==> src/rtl/rwvh_pkg.sv <==
`default_nettype none
package rwvh_pkg;

   localparam int SINE_TABLE_DEPTH_DEF = 256;

   // register indexes
   localparam logic [2:0] CSR_AMPLITUDE      = 3'd0;
   localparam logic [2:0] CSR_INV_PERIOD     = 3'd1;
   localparam logic [2:0] CSR_INV_WAVELENGTH = 3'd2;
   localparam logic [2:0] CSR_ORIGIN_X       = 3'd3;
   localparam logic [2:0] CSR_ORIGIN_Z       = 3'd4;

   localparam logic signed [11:0] AMPLITUDE_RST      = 12'sd512;
   localparam logic        [15:0] INV_PERIOD_RST     = 16'd26214;
   localparam logic        [15:0] INV_WAVELENGTH_RST = 16'd4369;

   // square root: 34 bit radicand, 17 result bits, one bit per cell
   localparam int SQ_BITS  = 17;
   localparam int RAD_BITS = 34;

   localparam longint unsigned PI_Q30 = 64'd3373259426;

   // q1.14 sine of a q30 angle in 0..pi/2, used at elaboration only
   // taylor terms through x^15, divisors are (2n)(2n+1)
   function automatic int sine_q14(longint unsigned a);
      longint unsigned a2;
      longint unsigned term;
      longint sum;
      longint unsigned r;
      a2 = (a * a) >> 30;
      term = a;
      sum = longint'(a);
      term = ((term * a2) >> 30) / 64'd6;
      sum = sum - longint'(term);
      term = ((term * a2) >> 30) / 64'd20;
      sum = sum + longint'(term);
      term = ((term * a2) >> 30) / 64'd42;
      sum = sum - longint'(term);
      term = ((term * a2) >> 30) / 64'd72;
      sum = sum + longint'(term);
      term = ((term * a2) >> 30) / 64'd110;
      sum = sum - longint'(term);
      term = ((term * a2) >> 30) / 64'd156;
      sum = sum + longint'(term);
      term = ((term * a2) >> 30) / 64'd210;
      sum = sum - longint'(term);
      if (sum < 0) sum = 0;
      r = (longint'(sum) + 32768) >> 16;
      if (r > 16384) r = 16384;
      return int'(r);
   endfunction

   // one square root cell state handed to the next cell
   typedef struct packed {
      logic                 vld;
      logic [RAD_BITS-1:0]  rem;
      logic [SQ_BITS-1:0]   root;
      logic [23:0]          t;
      logic [15:0]          x;
      logic [15:0]          z;
   } sq_word_type;

endpackage
`default_nettype wire

==> src/rtl/rwvh_sqrt_cell.sv <==
`default_nettype none
module rwvh_sqrt_cell
   import rwvh_pkg::*;
#(
   parameter int STEP = 0
) (
   input  wire logic        clock,
   input  wire logic        reset,
   input  wire logic        en,
   input  sq_word_type      d_in,
   output sq_word_type      d_out
);
   // restoring square root, result bit (SQ_BITS-1-STEP) decided here
   localparam int B = SQ_BITS - 1 - STEP;

   logic                    vld_ff;
   sq_word_type             pay_ff;
   sq_word_type             nxt;
   logic [RAD_BITS-1:0]     trial;

   always_comb begin
      nxt   = d_in;
      trial = RAD_BITS'(({1'b0, d_in.root} << (B + 1)) | (RAD_BITS'(1) << (2 * B)));
      if (d_in.rem >= trial) begin
         nxt.rem  = d_in.rem - trial;
         nxt.root = d_in.root | (SQ_BITS'(1) << B);
      end
   end

   always_ff @(posedge clock) begin
      if (reset) begin
         vld_ff <= 1'b0;
      end else if (en) begin
         vld_ff <= d_in.vld;
      end
      if (en) begin
         pay_ff <= nxt;
      end
   end

   always_comb begin
      d_out     = pay_ff;
      d_out.vld = vld_ff;
   end
endmodule
`default_nettype wire

==> config.mk <==
export PLATFORM = sky130hd
export DESIGN_NAME = rwvh_sqrt_cell
export DESIGN_NICKNAME = d
export VERILOG_FILES = /design/src/rtl/rwvh_pkg.sv /design/src/rtl/rwvh_sqrt_cell.sv
export SDC_FILE = /design/constraint.sdc
export NUM_CORES = 1
export LEC_CHECK = 0
export BUFFER_PORTS_ARGS = -buffer_cell sky130_fd_sc_hd__buf_2
export CORE_MARGIN = 4
export CORE_UTILIZATION = 43
export CTS_BUF_LIST = sky130_fd_sc_hd__clkbuf_8
export CTS_CLUSTER_DIAMETER = 30
export DETAILED_ROUTE_END_ITERATION = 8
export HOLD_SLACK_MARGIN = 0.02
export PLACE_DENSITY = 0.87
export SYNTH_ARGS = -nofsm -noshare
export SYNTH_HDL_FRONTEND = slang
export SYNTH_SLANG_ARGS = --single-unit
==> constraint.sdc <==
create_clock -name clock -period 2 [get_ports clock]
set_input_delay 0 -clock clock [delete_from_list [all_inputs] [get_ports clock]]
set_output_delay 0 -clock clock [all_outputs]
set_load 0.05 [all_outputs]
# Yosys cells after proc, flatten, opt, wreduce, memory -nomap -nowiden
# Index checks and enable logic that the tools add are counted.
[word_totals] ff_bits=108 wordCells=10 input_bits=111 out_inout_bits=108
[classes] n_addsub=1 muxes=1 n_lt_le_gt_ge=1
[ops] cell="$mux W51" count=1
[ops] cell="$ge A34 B34 Y1" count=1
[ops] cell="$sub A34 B34 Y34" count=1

# Logic depth before layout (Yosys ltp)
# Gate-level depths: netlist of the first run.
[logic_depth] depth_word=2 mapped_depth=10 depth_no_buf=9

# Least setup slack after synthesis of the first run
# OpenSTA, ideal clock, no wires.
[synth_path] path_type="input to register" start="input d_in[68] in the netlist's numbering" end="register pay_ff (netlist bit d_out[100]), data pin" t_required_ps=1740 path_stages=10 setup_ps=260 arrival_ps=1856 n_path_buf=2 setup_slack_ps=-117 cell_sequence="inv_1 ha_1 buf_6 a21oi_4 o21ai_2 a31o_1 a311oi_4 nand2_4 buf_6 mux2_4"
[synth_lines] item="start, declared" line_no="rwvh_sqrt_cell.sv:10" text="input sq_word_type d_in,"
[synth_lines] item="end signal, assigned" line_no="rwvh_sqrt_cell.sv:37" text="pay_ff <= nxt;"
[synth_lines] item="end, declared" line_no="rwvh_sqrt_cell.sv:17" text="sq_word_type pay_ff;"

==> flow_summary.toml, run 1 <==
[outcome]
outcome = "finished clean"

[synth]
netlist_area_um2 = 4530
synthArstFlopShare_pct = 0
synth_edf_count = 107
ys.flop_type = "edfxtp_1"
syn_inst = 281
yosysWarnings = 0
synth.largest_area_cell = "edfxtp_1"
syn-num-nets = 409
netlist_top_cells_area = "edfxtp_1 71%, ha_1 4.4%, mux2_4 2.3%"
avgSynthCellArea_um2 = 16.1
ys_types = 49
synth-seq-cells = 108
synth_top_area_share_pct = 70.9
ys_seq_area_share_pct = 71.3

[global_routing]
grt_overflow = 0
grt_pass1_vias = 4237
grt_pass1_wl_um = 22900
grt_use_total_pct = 24.1
antenna_found_initial = 1
grt_max_degree = 40

[cts]
clkLatencyLatePin_ns = 0.39
cts_buffer_depth = 2
cts_tree = "yes"
cts-buffers-inserted = 9
clock-sinks = 108
cts_setup_buffers = 0
cts.htree.levels = 3
clk_pin_slew_ns = 0.11
cts_root_buf = "clkbuf_8"

[drt]
met3WireLength_um = 987
route.detailed.drc = 0
dr.max_layer_used = "met4"
vias_per_cell = 5.01
drt_pass1_iterations = 5
drtAntennaViolNets = 0
wl_per_cell_um = 19.0
num_vias = 3969
routed_wl_um = 15100
wl_met2_um = 8080
dr.first_iter.drc_count = 266
met1Wirelength_um = 5420

[timing]
min_period_over_period_pct = 95.8
tightest_slew_ns = 0.458
maxSlewViolCount = 0
period_needed_ns = 1.92
setup_slack_ns = 0.0847
rsz0062_at_grt = "no"
skew_ns = 0
finalSetupViolCount = 0
fmax_mhz = 522
hold_violations = 0
relSlewSlack_pct = 69.2

[cells_and_area]
area_growth_pct = 62.6
drive_gt1_share_pct = 46.0
final_core_util_pct = 71.7
n_fill_cell = 686
multi_input_area_um2 = 1230
final_area_um2 = 7370
regArea_um2 = 3230
layout_common_cells = "217 x buf_2, 107 x edfxtp_1, 104 x dlygate4sd3_1"
finalNetCount = 779
final_common_cell = "buf_2"

[worst_setup_path]
cp-start-kind = "input port"
cp.arrival_ns = 2.05
cp_max_fo = 8
critPathKind = "in -> reg"
crit_path_end_kind = "register"
required_ns = 2.14

[die]
coreArea_um2 = 10300
io_pins = 219
die_h_um = 111
num_rows = 37
die_x_um = 111
die_area_um2 = 12300
initial_core_util_pct = 44.1

[placed_design]
gp_congestion = 0.884
place_hpwl_um = 9750
io_buffer_count = 218
preCtsSetupSlack_ns = -0.324
place_area_um2 = 6110

[pwr]
p_per_area_nw_per_um2 = 797
ir_drop_mv = 0.415
p_leak_nw = 3.27

[worst_hold_path]
hp-class = "in -> reg"

[run]
max-cap-violations = 0
[layout make-up]
cell class                      count  share of cell area (%)
Tap cell                          136                    2.31
Clock inverter                      7                    1.00
Inverter                           18                   0.917
Antenna cell                        1                  0.0340
Multi-Input combinational cell    149                    16.7
Clock buffer                        9                    1.68
Timing Repair Buffer              365                    33.5
Sequential cell                   108                    43.9
[final timing paths]
path,startpoint,endpoint,slack (ns),cells after the start
setup / recovery,d_in[57],d_out[106],0.08,9
hold / removal,d_in[95],d_out[95],0.04,3
setup reg to reg,vld_ff,vld_ff,0.82,3
hold reg to reg,vld_ff,vld_ff,1.10,3
[per-stage QoR]
stage          setup TNS [ns]  total power [W]  hold slack [ns]  instances
3_5_place_dp            -4.69          0.00438            0.160        671
4_1_cts                     0          0.00586           0.0309        791
2_1_floorplan               0          0.00386           0.0724        281
3_3_place_gp            -4.94          0.00433            0.158        671
6_report                    0          0.00588           0.0430        793
5_1_grt                     0          0.00609           0.0462        793
[logic make-up (layout without fill, tap and decap cells)]
kind of cell	count (synthesis)	in the layout	share of synthesized area (%)
XOR/XNOR	11	11	2.12
adder cells (fa/ha/maj)	17	17	4.86
buffers and inverters	25	399	2.68
multiplexers	17	17	4.69
AND/OR/NAND/NOR	58	59	6.73
flip-flops	108	108	71.3
other	0	1	0
AO/OA/AOI/OAI	45	45	7.62
[state kept, by name, indices dropped and copies added (netlist names)]
name	count
d_out	107
vld_ff	1
[critical path, cell delays in order]
cell      delay, ns
buf_2          0.09
inv_1          0.04
ha_1           0.30
or4b_1         0.50
nor4_2         0.23
and3_1         0.25
a311oi_4       0.08
nand2_4        0.18
mux2_2         0.36
[cells in the mapped netlist, types with 2 or more instances]
cell type	instances
edfxtp_1	107
inv_1	18
ha_1	16
nor2_1	16
nand2_1	11
a21oi_1	8
xnor2_1	8
mux2_4	7
mux2_2	6
nor3_1	6
a21o_1	4
mux2i_1	4
nor2b_1	4
o21ai_0	4
or4_1	4
a31oi_1	3
buf_6	3
nand3_1	3
nand4_1	3
nor4_1	3
o211ai_1	3
o21a_1	3
xor2_1	3
a211oi_1	2
a21boi_0	2
a2bb2oi_1	2
and3_1	2
clkbuf_1	2
nand3b_1	2
o2111ai_1	2
o21ai_2	2
[timing repair]
action	4_1_cts	5_1_grt
gates resized for setup	0	2
endpoints found under the setup margin	0	15
endpoints found under the hold margin	103	0
hold buffers	104	0
[power breakdown]
group	total [W]	leakage, nW	internal (W)	switching, W
combinational	0.00176	2.11	0.000612	0.00115
clock	0.00134	0.101	0.000498	0.000845
sequential	0.00277	1.06	0.00271	0.0000632
[routing by layer]
layer  up-vias  track usage (%)
met4         0             10.3
li1       1820                -
met1      1900             25.4
met2       196             44.7
met5         -                0
met3        53             6.55
No activity file was read; power rests on OpenSTA's default activity.
==> run 2: changes to the inputs <==
--- a/config.mk
+++ b/config.mk
@@ -6,13 +6,15 @@
 export NUM_CORES = 1
 export LEC_CHECK = 0
 export BUFFER_PORTS_ARGS = -buffer_cell sky130_fd_sc_hd__buf_2
+export CELL_PAD_IN_SITES_DETAIL_PLACEMENT = 2
+export CELL_PAD_IN_SITES_GLOBAL_PLACEMENT = 2
 export CORE_MARGIN = 4
-export CORE_UTILIZATION = 43
+export CORE_UTILIZATION = 28
 export CTS_BUF_LIST = sky130_fd_sc_hd__clkbuf_8
 export CTS_CLUSTER_DIAMETER = 30
 export DETAILED_ROUTE_END_ITERATION = 8
 export HOLD_SLACK_MARGIN = 0.02
-export PLACE_DENSITY = 0.87
+export PLACE_DENSITY = 0.88
 export SYNTH_ARGS = -nofsm -noshare
 export SYNTH_HDL_FRONTEND = slang
 export SYNTH_SLANG_ARGS = --single-unit
==> run 2 against run 1 <==
  * Design area increased by 2.8%
  * Utilization is 24 points lower
  * Largest cell class unchanged
  * Global-route usage fell by 0.36 points
  * Setup slack got worse by 0.073 ns
  * Sequential power barely moved
  * Total power grew 5.7%
  * Via count is 3.5% higher
  * Clock skew unchanged
  * Cell count up 11%
  * Critical path depth grew 1
  * Clock-buffer cell count unchanged
==> flow_summary.toml, run 2 (synthesis results as in run 1) <==
[outcome]
outcome = "finished clean"

[timing]
finalSetupViolCount = 0
maxSlewViolCount = 0
tightest_slew_ns = 0.743
skew_ns = 0
relSlewSlack_pct = 50.5
hold_violations = 0
period_needed_ns = 1.99
fin_tns_setup_ns = 0
fmax_mhz = 503
min_period_over_period_pct = 99.4
holdWs_ns = 0.0778

[pwr]
seq_power_share_pct = 45.0
p_leak_nw = 3.31
ir_drop_mv = 0.345
p_per_area_nw_per_um2 = 820
p_comb_share_pct = 30.4
p_int_w = 0.00397
switching_power_w = 0.00224
p_sw_share_pct = 36.1
p_clk_share_pct = 24.6

[cts]
cts_buffer_depth = 2
clkLatencyLatePin_ns = 0.38
cts_root_buf = "clkbuf_8"
cts.htree.levels = 3
cts_tree = "yes"
clock-sinks = 108
cts-buffers-inserted = 9
clk_pin_slew_ns = 0.10

[cells_and_area]
largest_register_ffs = 107
n_fill_cell = 1598
drive_gt1_share_pct = 46.9
layout_common_cells = "217 x buf_2, 107 x edfxtp_1, 105 x dlygate4sd3_1"
final_common_cell = "buf_2"
finalNetCount = 784
area_growth_pct = 67.1

[die]
io_pins = 219
die_h_um = 135
die_x_um = 135
coreArea_um2 = 15900
num_rows = 46
initial_core_util_pct = 28.5
die_area_um2 = 18300

[global_routing]
grt_pass1_wl_um = 31600
grt_use_total_pct = 23.7
grt_pass1_vias = 4770
grt_overflow = 0
grt_max_degree = 56
antenna_found_initial = 3

[worst_setup_path]
required_ns = 2.14
cp_max_fo = 8
cp-start-kind = "input port"
cp.arrival_ns = 2.13
critPathKind = "in -> reg"
crit_path_end_kind = "register"

[drt]
routed_wl_um = 22300
dr.first_iter.drc_count = 222
route.detailed.drc = 0
vias_per_cell = 4.68
wl_per_cell_um = 25.4
drt_pass1_iterations = 4
num_vias = 4109
drtAntennaViolNets = 0

[worst_hold_path]
hp-class = "in -> reg"

[run]
max-cap-violations = 0

[placed_design]
io_buffer_count = 218
gp_congestion = 0.800
place_hpwl_um = 13300
[run 2: repair_timing]
| item | CTS | global route |
|---|---|---|
| hold buffers | 105 | 0 |
| endpoints found under the hold margin | 104 | 0 |
| pin swaps | 0 | 1 |
| resized for setup | 3 | 3 |
| setup buffers | 0 | 3 |
| setup endpoints to repair | 7 | 16 |
[run 2: worst paths after layout]
kind                   from          to  slack [ns]  depth (start not counted)
setup / recovery   d_in[57]  d_out[106]        0.01                         10
hold / removal    d_in[104]  d_out[104]        0.08                          2
setup reg to reg     vld_ff      vld_ff        0.78                          3
hold reg to reg      vld_ff      vld_ff        1.16                          3
[run 2: power groups by stage]
stage                     combinational (W)  sequential (W)  clock [W]
after CTS                           0.00181         0.00278    0.00151
final                               0.00189         0.00280    0.00153
after global placement              0.00157         0.00281          0
after floorplan                    0.000361         0.00350          0
after global routing                0.00198         0.00281    0.00165
after detailed placement            0.00164         0.00283          0
[run 2: per-layer routing]
layer | vias to the layer above | share of wire, % | GRT usage (%)
li1 | 1829 | - | -
met1 | 2040 | 35 | 24.3
met2 | 190 | 54 | 45.8
met3 | 46 | 7.2 | 6.80
met4 | 4 | 3.0 | 7.84
met5 | - | 0.18 | 0
[run 2: per-stage QoR]
| step | total power [W] | instances | worst slack, ns | area (um^2) | utilization [%] |
|---|---|---|---|---|---|
| 6_report | 0.00621 | 878 | 0.0121 | 7580 | 47.7 |
| 3_5_place_dp | 0.00447 | 753 | -0.586 | 6230 | 39.2 |
| 5_1_grt | 0.00644 | 878 | -0.0490 | 7580 | 47.7 |
| 2_1_floorplan | 0.00386 | 281 | 0.000304 | 4570 | - |
| 4_1_cts | 0.00610 | 874 | 0.0591 | 7510 | 47.3 |
| 3_3_place_gp | 0.00438 | 753 | -0.406 | 6230 | 39.2 |
[run 2: final cells by class]
type	count	area [um^2]	area share [%]
clock inverters	7	96.3	1.27
well taps	216	270	3.57
inverters	18	67.6	0.892
clock buffers	9	124	1.64
diodes	1	2.50	0.0330
multi-input cells	148	1240	16.4
repair buffers	371	2540	33.6
flip-flops and latches	108	3230	42.7
[run 2: critical path: stages]
cell      delay, ns
buf_2          0.10
inv_1          0.07
ha_1           0.33
or4b_1         0.47
nor4_2         0.23
and3_1         0.25
a311oi_4       0.07
nand2_4        0.12
buf_12         0.14
mux2_2         0.34
